`src/rtl/core/afr_pkg.sv`:
```
// Shared types, constants and functions of the addressed frame receiver.
// Used by every module under rtl/core; depends on nothing.
package afr_pkg;

	localparam logic [7:0] START_BYTE = 8'hFF;
	localparam logic [7:0] END_BYTE = 8'hAA;
	localparam logic [15:0] CRC_INIT = 16'hFFFF;
	localparam logic [15:0] CRC_POLY = 16'h1021;
	localparam int BUSY_LEN = 6;
	localparam int BUSY_IDX_W = $clog2(BUSY_LEN);
	localparam int QUEUE_DEPTH_DEFAULT = 4;

	typedef enum logic [2:0] {
		ST_IDLE = 3'd0,
		ST_ADDR = 3'd1,
		ST_CMD = 3'd2,
		ST_LEN = 3'd3,
		ST_DATA = 3'd4,
		ST_CRCH = 3'd5,
		ST_CRCL = 3'd6,
		ST_END = 3'd7
	} afr_state_t;

	// Result kinds, encoded as they appear on the out_kind port.
	typedef enum logic [1:0] {
		OUT_PAYLOAD = 2'd0,
		OUT_FRAME_END = 2'd1,
		OUT_BUSY = 2'd2
	} afr_out_kind_t;

	// One entry of the queue between the parser and the result sequencer.
	typedef struct packed {
		afr_out_kind_t op;
		logic [7:0] data;
		logic [7:0] command;
		logic [7:0] length;
		logic crc_ok;
	} afr_cmd_t;

	function automatic logic [15:0] afr_crc_feed(input logic [15:0] crc, input logic [7:0] b);
		logic [15:0] c;
		c = crc ^ {b, 8'h00};
		for (int i = 0; i < 8; i++) begin
			if (c[15]) begin
				c = {c[14:0], 1'b0} ^ CRC_POLY;
			end else begin
				c = {c[14:0], 1'b0};
			end
		end
		return c;
	endfunction

	function automatic logic [7:0] afr_busy_byte(input logic [BUSY_IDX_W-1:0] idx);
		logic [7:0] v;
		case (idx)
			3'd0: v = 8'hFF;
			3'd1: v = 8'hFF;
			3'd5: v = 8'hAA;
			default: v = 8'h00;
		endcase
		return v;
	endfunction

endpackage

```
`src/rtl/core/afr_front.sv`:
```
// Front part of the frame receiver: accepts input items, runs the parser
// state machine and the CRC, and pushes one command per result-causing item.
// Depends on afr_pkg.
module afr_front
	import afr_pkg::*;
(
	input  logic       clk,
	input  logic       arst_n,
	input  logic       cfg_valid,
	input  logic [7:0] cfg_data,
	input  logic       accept,
	input  logic       kind,
	input  logic [7:0] rx_byte,
	output logic       push,
	output afr_cmd_t   push_cmd
);

	afr_state_t state_q, state_d;
	logic [15:0] crc_q, crc_d;
	logic [7:0] count_q, count_d;
	logic [7:0] len_q, len_d;
	logic [7:0] cmd_q, cmd_d;
	logic pending_q, pending_d;
	logic [7:0] addr_q;
	logic byte_in;
	logic [15:0] crc_next;
	logic [7:0] count_inc;

	assign byte_in = accept && !kind;
	assign crc_next = afr_crc_feed(crc_q, rx_byte);
	assign count_inc = count_q + 8'd1;

	always_ff @(posedge clk or negedge arst_n) begin
		if (!arst_n) begin
			addr_q <= '0;
		end else if (cfg_valid) begin
			addr_q <= cfg_data;
		end
	end

	// Next-state logic of the parser.
	always_comb begin
		state_d = state_q;
		if (byte_in) begin
			case (state_q)
				ST_IDLE: begin
					if (!pending_q && rx_byte == START_BYTE) state_d = ST_ADDR;
				end
				ST_ADDR: state_d = (rx_byte == addr_q) ? ST_CMD : ST_IDLE;
				ST_CMD: state_d = ST_LEN;
				ST_LEN: state_d = (rx_byte == 8'd0) ? ST_CRCH : ST_DATA;
				ST_DATA: begin
					if (count_inc == len_q) state_d = ST_CRCH;
				end
				ST_CRCH: state_d = ST_CRCL;
				ST_CRCL: state_d = ST_END;
				ST_END: begin
					if (rx_byte == END_BYTE) state_d = ST_IDLE;
				end
				default: state_d = ST_IDLE;
			endcase
		end
	end

	// Datapath updates and the command handed to the back part.
	always_comb begin
		crc_d = crc_q;
		count_d = count_q;
		len_d = len_q;
		cmd_d = cmd_q;
		pending_d = pending_q;
		push = 1'b0;
		push_cmd = '{op: OUT_PAYLOAD, data: rx_byte, command: cmd_q,
			length: len_q, crc_ok: 1'b0};
		if (accept && kind) begin
			pending_d = 1'b0;
		end else if (byte_in) begin
			case (state_q)
				ST_IDLE: begin
					if (pending_q) begin
						push = 1'b1;
						push_cmd = '{op: OUT_BUSY, data: 8'h00, command: 8'h00,
							length: 8'h00, crc_ok: 1'b0};
					end else if (rx_byte == START_BYTE) begin
						crc_d = CRC_INIT;
						count_d = '0;
					end
				end
				ST_CMD: begin
					cmd_d = rx_byte;
					crc_d = crc_next;
				end
				ST_LEN: begin
					len_d = rx_byte;
					crc_d = crc_next;
					count_d = '0;
				end
				ST_DATA: begin
					crc_d = crc_next;
					count_d = count_inc;
					push = 1'b1;
				end
				ST_CRCH, ST_CRCL: crc_d = crc_next;
				ST_END: begin
					if (rx_byte == END_BYTE) begin
						push = 1'b1;
						push_cmd.op = OUT_FRAME_END;
						push_cmd.data = 8'h00;
						push_cmd.crc_ok = (crc_q == 16'h0000);
						if (crc_q == 16'h0000) pending_d = 1'b1;
					end
				end
				default: ;
			endcase
		end
	end

	always_ff @(posedge clk or negedge arst_n) begin
		if (!arst_n) begin
			state_q <= ST_IDLE;
			crc_q <= CRC_INIT;
			count_q <= '0;
			len_q <= '0;
			cmd_q <= '0;
			pending_q <= 1'b0;
		end else begin
			state_q <= state_d;
			crc_q <= crc_d;
			count_q <= count_d;
			len_q <= len_d;
			cmd_q <= cmd_d;
			pending_q <= pending_d;
		end
	end

endmodule

```
`src/rtl/core/afr_queue.sv`:
```
// Small command queue between the parser and the result sequencer.
// Depends on afr_pkg for the command type.
module afr_queue
	import afr_pkg::*;
#(
	parameter int Depth = QUEUE_DEPTH_DEFAULT
) (
	input  logic     clk,
	input  logic     arst_n,
	input  logic     push,
	input  afr_cmd_t push_cmd,
	input  logic     pop,
	output afr_cmd_t head,
	output logic     empty,
	output logic     full
);

	localparam int PtrW = (Depth > 1) ? $clog2(Depth) : 1;
	localparam int CntW = $clog2(Depth + 1);
	localparam logic [PtrW-1:0] LastPtr = PtrW'(Depth - 1);
	localparam logic [CntW-1:0] DepthCnt = CntW'(Depth);

	afr_cmd_t mem_q [Depth];
	logic [PtrW-1:0] wr_ptr_q, rd_ptr_q;
	logic [CntW-1:0] count_q;
	logic do_push, do_pop;

	assign empty = (count_q == '0);
	assign full = (count_q == DepthCnt);
	assign do_push = push && !full;
	assign do_pop = pop && !empty;
	assign head = mem_q[rd_ptr_q];

	always_ff @(posedge clk) begin
		if (do_push) begin
			mem_q[wr_ptr_q] <= push_cmd;
		end
	end

	always_ff @(posedge clk or negedge arst_n) begin
		if (!arst_n) begin
			wr_ptr_q <= '0;
			rd_ptr_q <= '0;
			count_q <= '0;
		end else begin
			if (do_push) begin
				wr_ptr_q <= (wr_ptr_q == LastPtr) ? '0 : wr_ptr_q + PtrW'(1);
			end
			if (do_pop) begin
				rd_ptr_q <= (rd_ptr_q == LastPtr) ? '0 : rd_ptr_q + PtrW'(1);
			end
			case ({do_push, do_pop})
				2'b10: count_q <= count_q + CntW'(1);
				2'b01: count_q <= count_q - CntW'(1);
				default: ;
			endcase
		end
	end

endmodule

```
`src/rtl/core/afr_back.sv`:
```
// Back part of the frame receiver: expands queued commands into result items
// (a busy command into six reply bytes) and holds them in the output register.
// Depends on afr_pkg.
module afr_back
	import afr_pkg::*;
(
	input  logic       clk,
	input  logic       arst_n,
	input  logic       cmd_valid,
	input  afr_cmd_t   cmd,
	output logic       pop,
	output logic       out_valid,
	input  logic       out_stall,
	output logic [1:0] out_kind,
	output logic [7:0] data,
	output logic [7:0] frame_command,
	output logic [7:0] frame_length,
	output logic       crc_ok,
	output logic       last
);

	localparam logic [BUSY_IDX_W-1:0] BusyLast = BUSY_IDX_W'(BUSY_LEN - 1);

	logic [BUSY_IDX_W-1:0] idx_q;
	logic valid_q;
	logic load;
	logic is_busy;
	logic final_beat;
	logic [1:0] kind_q;
	logic [7:0] data_q, command_q, length_q;
	logic ok_q, last_q;

	assign load = !valid_q || !out_stall;
	assign is_busy = (cmd.op == OUT_BUSY);
	assign final_beat = !is_busy || (idx_q == BusyLast);
	assign pop = load && cmd_valid && final_beat;

	always_ff @(posedge clk or negedge arst_n) begin
		if (!arst_n) begin
			valid_q <= 1'b0;
			idx_q <= '0;
		end else if (load) begin
			valid_q <= cmd_valid;
			if (cmd_valid) begin
				idx_q <= final_beat ? '0 : idx_q + BUSY_IDX_W'(1);
			end
		end
	end

	always_ff @(posedge clk) begin
		if (load && cmd_valid) begin
			kind_q <= cmd.op;
			data_q <= is_busy ? afr_busy_byte(idx_q) : cmd.data;
			command_q <= cmd.command;
			length_q <= cmd.length;
			ok_q <= cmd.crc_ok;
			last_q <= final_beat;
		end
	end

	assign out_valid = valid_q;
	assign out_kind = kind_q;
	assign data = data_q;
	assign frame_command = command_q;
	assign frame_length = length_q;
	assign crc_ok = ok_q;
	assign last = last_q;

endmodule

```
`src/rtl/core/addressed_frame_receiver_crc16_core.sv`:
```
// Top level of the addressed frame receiver; connects parser, queue and
// result sequencer. Depends on afr_pkg, afr_front, afr_queue and afr_back.
//
// One input item is taken per clock cycle while in_stall is low: the parser
// updates its state and the CRC-16 (one byte through an unrolled eight-step
// shift) in the cycle the item is accepted. Results leave through a
// registered output, one per cycle while out_stall is low, after passing the
// command queue. A busy reply is six bytes long, and the command queue
// (QueueDepth entries) lets input keep flowing meanwhile. in_stall rises
// only when that queue is full. It does not look at the item, so while the
// queue is full every item waits, including those that cause no result
// (address, command, length and CRC bytes, release). The device_address
// register is written through cfg_valid/cfg_data and is always ready.
module addressed_frame_receiver_crc16_core
	import afr_pkg::*;
#(
	parameter int QueueDepth = QUEUE_DEPTH_DEFAULT
) (
	input  logic       clk,
	input  logic       arst_n,
	input  logic       cfg_valid,
	output logic       cfg_ready,
	input  logic [7:0] cfg_data,
	input  logic       in_valid,
	output logic       in_stall,
	input  logic       kind,
	input  logic [7:0] rx_byte,
	output logic       out_valid,
	input  logic       out_stall,
	output logic [1:0] out_kind,
	output logic [7:0] data,
	output logic [7:0] frame_command,
	output logic [7:0] frame_length,
	output logic       crc_ok,
	output logic       last
);

	logic accept;
	logic push, pop, empty, full;
	afr_cmd_t push_cmd, head;

	assign cfg_ready = 1'b1;
	assign in_stall = full;
	assign accept = in_valid && !in_stall;

	afr_front u_front (
		.clk      (clk),
		.arst_n   (arst_n),
		.cfg_valid(cfg_valid),
		.cfg_data (cfg_data),
		.accept   (accept),
		.kind     (kind),
		.rx_byte  (rx_byte),
		.push     (push),
		.push_cmd (push_cmd)
	);

	afr_queue #(
		.Depth(QueueDepth)
	) u_queue (
		.clk     (clk),
		.arst_n  (arst_n),
		.push    (push),
		.push_cmd(push_cmd),
		.pop     (pop),
		.head    (head),
		.empty   (empty),
		.full    (full)
	);

	afr_back u_back (
		.clk          (clk),
		.arst_n       (arst_n),
		.cmd_valid    (!empty),
		.cmd          (head),
		.pop          (pop),
		.out_valid    (out_valid),
		.out_stall    (out_stall),
		.out_kind     (out_kind),
		.data         (data),
		.frame_command(frame_command),
		.frame_length (frame_length),
		.crc_ok       (crc_ok),
		.last         (last)
	);

endmodule
```
`config.mk`:
```
export PLATFORM = sky130hd
export DESIGN_NAME = addressed_frame_receiver_crc16_core
export DESIGN_NICKNAME = d
export VERILOG_FILES = /design/src/rtl/core/afr_pkg.sv /design/src/rtl/core/afr_front.sv /design/src/rtl/core/afr_queue.sv /design/src/rtl/core/afr_back.sv /design/src/rtl/core/addressed_frame_receiver_crc16_core.sv
export SDC_FILE = /design/constraint.sdc
export NUM_CORES = 1
export LEC_CHECK = 0
export ABC_AREA = 1
export BUFFER_PORTS_ARGS = -buffer_cell sky130_fd_sc_hd__buf_2
export CORE_MARGIN = 3
export CORE_UTILIZATION = 25
export DETAILED_ROUTE_END_ITERATION = 16
export PLACE_DENSITY = 0.51
export SYNTH_ARGS = -nofsm -noshare
export SYNTH_HDL_FRONTEND = slang
export SYNTH_HIERARCHICAL = 1
export SYNTH_SLANG_ARGS = --single-unit
```
`constraint.sdc`:
```
create_clock -name clk -period 6 [get_ports clk]
set_input_delay 0.9 -clock clk [delete_from_list [all_inputs] [get_ports clk]]
set_output_delay 0.9 -clock clk [all_outputs]
set_load 0.05 [all_outputs]
```
==> results.yml, run 1 <==
synth:
  synthDominantCellAreaShare: 0.454
  post_synth_num_cell_types: 40
  synth.most_common_cell: "sky130_fd_sc_hd__nand2_1"
  mappedNetlistArea_sq_um: 9000
  synth-edff-count: 136
  synth.ff_latch_count: 199
  syn_inst: 852
  ys_warn_count: 6
  asyncSetResetFlopFracSynth: 0.317
  synth.avg_cell_area_sq_um: 10.6
  synth_area_leader_cell: "sky130_fd_sc_hd__edfxtp_1"
  synth_sequential_area_ratio: 0.631
  synth_flop_cell: "sky130_fd_sc_hd__edfxtp_1"
  synth_commonest_cells: "sky130_fd_sc_hd__nand2_1, sky130_fd_sc_hd__edfxtp_1, sky130_fd_sc_hd__inv_1"
  synth_nets: 884
  post_synth_main_area_contributors: "sky130_fd_sc_hd__edfxtp_1, sky130_fd_sc_hd__dfrtp_1, sky130_fd_sc_hd__nand2_1"
min_path:
  min_path_type: "flop to flop"
  whs_endpoint: "u_queue/count_q[1]"
  min_delay_path_depth: 2
  worst_hold_startpoint: "u_queue/count_q[1]"
timing:
  slew_viol_final: 0
  achievable-frequency_ghz: 0.328
  timing.final.crit_share: 0.508
  final_setup_violation_count: 0
  layout_setup_ws_ps: 2950
  final.setup.tns_ps: 0
  hold_violations: 0
  setup_repair_after_global_routing_missed_its_margin: "false"
  worst-slew-pin-transition_ps: 898
  timing.clock.skew_ps: 12.8
  period_minus_slack_ps: 3050
  timing.slew.headroom: 0.400
floorplanning:
  die_w_microns: 196
  initial_utilization: 0.257
  rows: 68
  design.die.area_sq_um: 38300
  num_io_pins: 53
  fp.dieH_microns: 196
  design.core.area_sq_um: 35100
critical_path:
  regToRegStartpoint: "u_queue/rd_ptr_q[1]"
  r2r_slack_ps: 2950
  largest_driver_fanout_on_the_critical_path: 30
  worst-r2r-cell-count: 17
  timing.critical_path.to_type: "flop"
  critical_path.reg2reg.endpoint: "u_queue/count_q[2]"
  critical_path_arrival_ps: 3380
  worst-endpoint-required_ps: 6330
  timing_worst_setup_path_type: "flop to flop"
  timing.critical_path.from: "u_queue/rd_ptr_q[1]"
  timing.critical_path.from_type: "flop"
layout:
  share_of_post_route_cells_with_drive_strength_above_1: 0.146
  n_diodes: 0
  syn_to_final_growth_pct: 14.3
  nNetsFinal: 933
  final_core_util: 0.294
global_routing:
  globalRoute.totalOverflow: 0
  maximum_number_of_pins_on_one_net_before_global_route_repair: 66
  grt_pass1_wl_microns: 30800
  antenna_found_initial: 0
  grt_util_all_layers: 0.102
  vias_in_the_first_global_route: 5612
status:
  outcome: "finished, final reports clean"
drt:
  firstDrtPassIters: 4
  avgRoutedWirePerCell_microns: 14.0
  drt_first_iter_violations: 442
  post-route-drc-count: 0
  post_drt_via_cell_ratio: 4.23
  postRouteWirelength_microns: 19100
  antenna_violating_nets_post_route: 0
  vias_after_detailed_routing: 5791
cts:
  cts_root_buf: "sky130_fd_sc_hd__clkbuf_16"
  cts_max_path_buffers: 2
  clock-sinks: 199
  ctsResizeCount: 0
  tritoncts.num_buffers: 17
  clock_latency_ps: 440
  clk_transition_reported_paths_ps: 80
  cts_post_setup_buffers_inserted: 0
  cts-hold-fix-buffers: 0
  htree_num_levels: 4
  tritoncts: "yes"
placed_design:
  dp_slack_ps: 2520
  portBuffers: 51
  dp.final_hpwl_microns: 13000
  globalplace.congestion: 0.806
power:
  worst_ir_drop_vdd_mv: 0.190
  cellLeakagePower_nw: 4.08
  p_per_area_nw_per_um2: 312
job:
  maxCapViolCount: 0
## state kept, by name, indices dropped and copies added (netlist names)
| signal | cells |
|---|---|
| u_back/crc_ok | 1 |
| u_back/data | 8 |
| u_back/frame_command | 8 |
| u_back/frame_length | 8 |
| u_back/idx_q | 3 |
| u_back/last | 1 |
| u_back/out_kind | 2 |
| u_back/out_valid | 1 |
| u_front/addr_q | 8 |
| u_front/cmd_q | 8 |
| u_front/count_q | 8 |
| u_front/crc_q | 16 |
| u_front/len_q | 8 |
| u_front/pending_q | 1 |
| u_front/state_q | 3 |
| u_queue/count_q | 3 |
| u_queue/mem_q | 108 |
| u_queue/rd_ptr_q | 2 |
| u_queue/wr_ptr_q | 2 |
## stage by stage
step / cell area [sq um] / hold WS (ps) / cells / power [mW]
6_report: 10300 / 486 / 1369 / 3.21
5_1_grt: 10300 / 503 / 1369 / 3.37
4_1_cts: 10300 / 494 / 1369 / 3.25
3_5_place_dp: 9680 / 476 / 1337 / 2.07
3_3_place_gp: 9680 / 465 / 1337 / 2.06
2_1_floorplan: 9000 / 450 / 852 / 1.95
## worst max-delay path: stages, from the launching register on
cell                       delay, ps
sky130_fd_sc_hd__dfrtp_1         370
sky130_fd_sc_hd__buf_4           250
sky130_fd_sc_hd__inv_2           450
sky130_fd_sc_hd__o211ai_1        170
sky130_fd_sc_hd__nand2_1         110
sky130_fd_sc_hd__clkinv_1        100
sky130_fd_sc_hd__nand2_4         140
sky130_fd_sc_hd__nor2_4           70
sky130_fd_sc_hd__nor2_1          160
sky130_fd_sc_hd__nand2_1         120
sky130_fd_sc_hd__inv_1            80
sky130_fd_sc_hd__ha_1            160
sky130_fd_sc_hd__inv_1            70
sky130_fd_sc_hd__fa_1            380
sky130_fd_sc_hd__nand2_1         100
sky130_fd_sc_hd__nand3_1          80
sky130_fd_sc_hd__nand2_1          60
sky130_fd_sc_hd__nand2_1          40
## worst max-delay path by stage
stage	endpoint	slack, ps
after CTS	u_queue/count_q[2]	2900
final	u_queue/count_q[2]	2950
after detailed placement	u_queue/mem_q[2][1]	2520
after global placement	u_queue/mem_q[2][8]	2570
after floorplan	u_queue/mem_q[3][0]	2590
after global routing	u_queue/count_q[2]	2640
## cell usage in the layout, fill, tap and decap left out, types with 3 or more instances in the layout
cell type / netlist / final
sky130_fd_sc_hd__a21oi_1: 3 / 3
sky130_fd_sc_hd__a21oi_2: 3 / 3
sky130_fd_sc_hd__a22oi_1: 5 / 5
sky130_fd_sc_hd__a2bb2oi_1: 9 / 9
sky130_fd_sc_hd__buf_2: 5 / 51
sky130_fd_sc_hd__buf_4: 5 / 4
sky130_fd_sc_hd__clkbuf_16: 0 / 18
sky130_fd_sc_hd__clkinv_8: 0 / 3
sky130_fd_sc_hd__dfrtp_1: 47 / 46
sky130_fd_sc_hd__dfstp_2: 16 / 16
sky130_fd_sc_hd__edfxtp_1: 136 / 136
sky130_fd_sc_hd__ha_1: 9 / 9
sky130_fd_sc_hd__inv_1: 134 / 134
sky130_fd_sc_hd__inv_2: 5 / 5
sky130_fd_sc_hd__inv_8: 0 / 3
sky130_fd_sc_hd__nand2_1: 215 / 215
sky130_fd_sc_hd__nand2_2: 5 / 5
sky130_fd_sc_hd__nand3_1: 35 / 35
sky130_fd_sc_hd__nand4_1: 11 / 11
sky130_fd_sc_hd__nor2_1: 53 / 49
sky130_fd_sc_hd__nor2_4: 6 / 10
sky130_fd_sc_hd__nor3_1: 5 / 5
sky130_fd_sc_hd__o211ai_1: 54 / 54
sky130_fd_sc_hd__o21ai_0: 27 / 27
sky130_fd_sc_hd__o22ai_1: 7 / 7
sky130_fd_sc_hd__xnor2_1: 15 / 15
sky130_fd_sc_hd__xor2_1: 9 / 9
## metal layers
metal	GRT usage	wire length, microns	up-vias	part of all wire
met5	0	0	-	0
met4	0.0293	200	0	0.010
met3	0.0211	536	11	0.028
met2	0.164	9090	80	0.48
met1	0.140	9280	2781	0.49
li1	-	-	2919	-
## cells by family after synthesis
family                     count (synthesis)  synth area share
buffers and inverters                    165            0.0816
AOI/OAI and AO/OA                        115            0.0881
DFF                                      199             0.631
other                                      1          0.000417
xor gates and xnor gates                  24            0.0234
and+or+nand+nor                          337             0.160
adders and majority gates                 10            0.0147
muxes                                      1           0.00111
## layout make-up
| class | instances | area (sq um) |
|---|---|---|
| clock buffer | 19 | 454 |
| clock inverter | 13 | 160 |
| fill | 3694 | 24800 |
| inverter | 140 | 526 |
| multi-input combinational | 488 | 2620 |
| sequential | 199 | 5680 |
| tap | 455 | 569 |
| timing repair buffer | 55 | 285 |
## power breakdown
part	internal, mW	leakage (nW)	switching, mW
combinational	0.158	1.80	0.254
clock	0.620	0.297	0.558
sequential	1.56	1.99	0.0683
total	2.33	4.08	0.880
Note: power is estimated with default switching activity, not from simulation.
==> run 2: changes to the inputs <==
PLACE_DENSITY = 0.52   (was 0.51)
clock period = 2.45 ns   (was 6 ns; I/O delays follow)
==> run 2 against run 1 <==
Design area increased by 3.0%. Critical path depth decreased by 4. Count of clock-buffer cells in the layout increased by 1. First-iteration DRC count increased by 3.2%. Combinational power increased to 2.5 times the previous value. Critical path type unchanged. Largest power group unchanged. Fmax increased by 35%. Final cell count increased by 1.5%. Die area unchanged.
==> results.yml, run 2 (synthesis results as in run 1) <==
drt:
  drt_first_iter_violations: 456
  vias_after_detailed_routing: 5867
  firstDrtPassIters: 5
  antenna_violating_nets_post_route: 0
  avgRoutedWirePerCell_microns: 14.2
  postRouteWirelength_microns: 19700
  post_drt_via_cell_ratio: 4.22
  post-route-drc-count: 0
layout:
  mostFrequentLayoutCell: "sky130_fd_sc_hd__nand2_1"
  n_diodes: 0
  top_reg_by_flops: "u_queue/mem_q"
  fillers: 3635
  regs_by_ff_count: "u_queue/mem_q: 108 flops, u_front/crc_q: 16 flops"
  layout.cells.most_common_list: "sky130_fd_sc_hd__nand2_1, sky130_fd_sc_hd__edfxtp_1, sky130_fd_sc_hd__inv_1"
  nNetsFinal: 954
  syn_to_final_growth_pct: 17.8
  share_of_post_route_cells_with_drive_strength_above_1: 0.172
  final_core_util: 0.303
  largest_register_ff_count: 108
power:
  power.sequential.fraction: 0.499
  p_per_area_nw_per_um2: 750
  worst_ir_drop_vdd_mv: 0.417
  cellLeakagePower_nw: 4.20
  power_frac_clock: 0.372
  power_frac_comb: 0.129
  p_sw_frac: 0.264
  power.switching_mw: 2.10
  cellInternalPower_mw: 5.86
critical_path:
  timing.critical_path.from_type: "flop"
  r2r_slack_ps: 200
  timing.critical_path.from: "u_queue/count_q[1]"
  timing_worst_setup_path_type: "flop to flop"
  timing.critical_path.to_type: "flop"
  largest_driver_fanout_on_the_critical_path: 5
  critical_path_arrival_ps: 2600
  worst-endpoint-required_ps: 2800
  critical_path.reg2reg.endpoint: "u_queue/count_q[1]"
  worst-r2r-cell-count: 13
  critical_path.endpoint: "u_queue/count_q[1]"
  regToRegStartpoint: "u_queue/count_q[1]"
timing:
  timing.final.crit_share: 0.918
  timing.slew.headroom: 0.543
  worst-slew-pin-transition_ps: 685
  final.setup.tns_ps: 0
  timing.clock.skew_ps: 13.5
  hold_violations: 0
  period_minus_slack_ps: 2250
  achievable-frequency_ghz: 0.444
  slew_viol_final: 0
  layout_setup_ws_ps: 200
  final_setup_violation_count: 0
placed_design:
  dp_slack_ps: 64.4
  globalplace.congestion: 0.802
  dp.final_hpwl_microns: 13700
  portBuffers: 51
global_routing:
  globalRoute.totalOverflow: 0
  grt_util_all_layers: 0.105
  vias_in_the_first_global_route: 6067
  antenna_found_initial: 0
  grt_pass1_wl_microns: 32300
  maximum_number_of_pins_on_one_net_before_global_route_repair: 53
min_path:
  min_path_type: "primary input to flop"
cts:
  htree_num_levels: 4
  cts_max_path_buffers: 2
  cts_root_buf: "sky130_fd_sc_hd__clkbuf_16"
  tritoncts: "yes"
  tritoncts.num_buffers: 17
  clock-sinks: 199
  clock_latency_ps: 430
  clk_transition_reported_paths_ps: 70
floorplanning:
  initial_utilization: 0.257
  fp.dieH_microns: 196
  die_w_microns: 196
  design.core.area_sq_um: 35100
  design.die.area_sq_um: 38300
  num_io_pins: 53
  rows: 68
job:
  maxCapViolCount: 0
status:
  outcome: "finished, final reports clean"
[run 2: cell types whose count changed in the layout (fill, tap and decap cells not counted), sizes merged]
cell,change
buf,+20
clkinv,-4
bufinv,+2
clkbuf,+1
dlygate4sd3,+1
inv,+1
[run 2: per-stage QoR]
stage,hold slack [ps],cells,total power [mW],instance area (sq um)
3_5_place_dp,390,1356,5.06,9960
4_1_cts,134,1389,8.05,10600
3_3_place_gp,392,1356,5.07,9960
5_1_grt,149,1390,8.32,10600
2_1_floorplan,71.9,852,4.78,9080
6_report,154,1390,7.96,10600
[run 2: power by group through the flow]
| stage | sequential, mW | clock, mW | combinational (mW) |
|---|---|---|---|
| 2_1_floorplan | 4.02 | 0 | 0.758 |
| 3_3_place_gp | 4.04 | 0 | 1.02 |
| 3_5_place_dp | 4.04 | 0 | 1.02 |
| 4_1_cts | 3.97 | 3.05 | 1.03 |
| 5_1_grt | 3.99 | 3.18 | 1.15 |
| 6_report | 3.97 | 2.96 | 1.03 |
[run 2: timing repair]
item / 4_1_cts / 5_1_grt
hold buffers: 1 / 0
endpoints found under the setup margin: 0 / 2
setup buffers: 0 / 1
gates resized for setup: 0 / 7
hold endpoints to repair: 4 / 0
[run 2: worst min-delay path by stage]
stage | from | endpoint | slack (ps) | cells after the start
5_1_grt | cfg_data[7] | u_front/addr_q[7] | 150 | 3
3_5_place_dp | arst_n | u_front/addr_q[3] | 390 | 1
6_report | cfg_data[5] | u_front/addr_q[5] | 150 | 3
4_1_cts | cfg_data[5] | u_front/addr_q[5] | 130 | 3
3_3_place_gp | arst_n | u_front/addr_q[3] | 390 | 1
2_1_floorplan | arst_n | u_back/idx_q[0] | 70 | 0
[run 2: layer usage]
| metal | part of all wire | up-vias | GRT usage |
|---|---|---|---|
| li1 | - | 2960 | - |
| met1 | 0.48 | 2796 | 0.140 |
| met2 | 0.47 | 103 | 0.175 |
| met3 | 0.039 | 8 | 0.0230 |
| met4 | 0.0082 | 0 | 0.0275 |
| met5 | 0 | - | 0 |
[run 2: cell type report]
class | instances | area, sq um | area share
Clock inverter | 12 | 181 | 0.0171
Clock buffer | 20 | 437 | 0.0412
Inverter | 140 | 529 | 0.0499
Multi-Input combinational cell | 488 | 2670 | 0.252
Timing Repair Buffer | 76 | 533 | 0.0503
Tap cell | 455 | 569 | 0.0537
Sequential cell | 199 | 5680 | 0.536
[run 2: worst max-delay path: stages (launching register included)]
cell,delay (ps)
sky130_fd_sc_hd__dfrtp_1,350
sky130_fd_sc_hd__inv_1,100
sky130_fd_sc_hd__nand3_4,120
sky130_fd_sc_hd__clkinvlp_4,100
sky130_fd_sc_hd__nor2_2,120
sky130_fd_sc_hd__inv_2,70
sky130_fd_sc_hd__nor2_4,160
sky130_fd_sc_hd__inv_2,90
sky130_fd_sc_hd__a21oi_4,170
sky130_fd_sc_hd__nand2_4,80
sky130_fd_sc_hd__ha_4,160
sky130_fd_sc_hd__inv_1,80
sky130_fd_sc_hd__fa_1,400
sky130_fd_sc_hd__o21ai_0,160
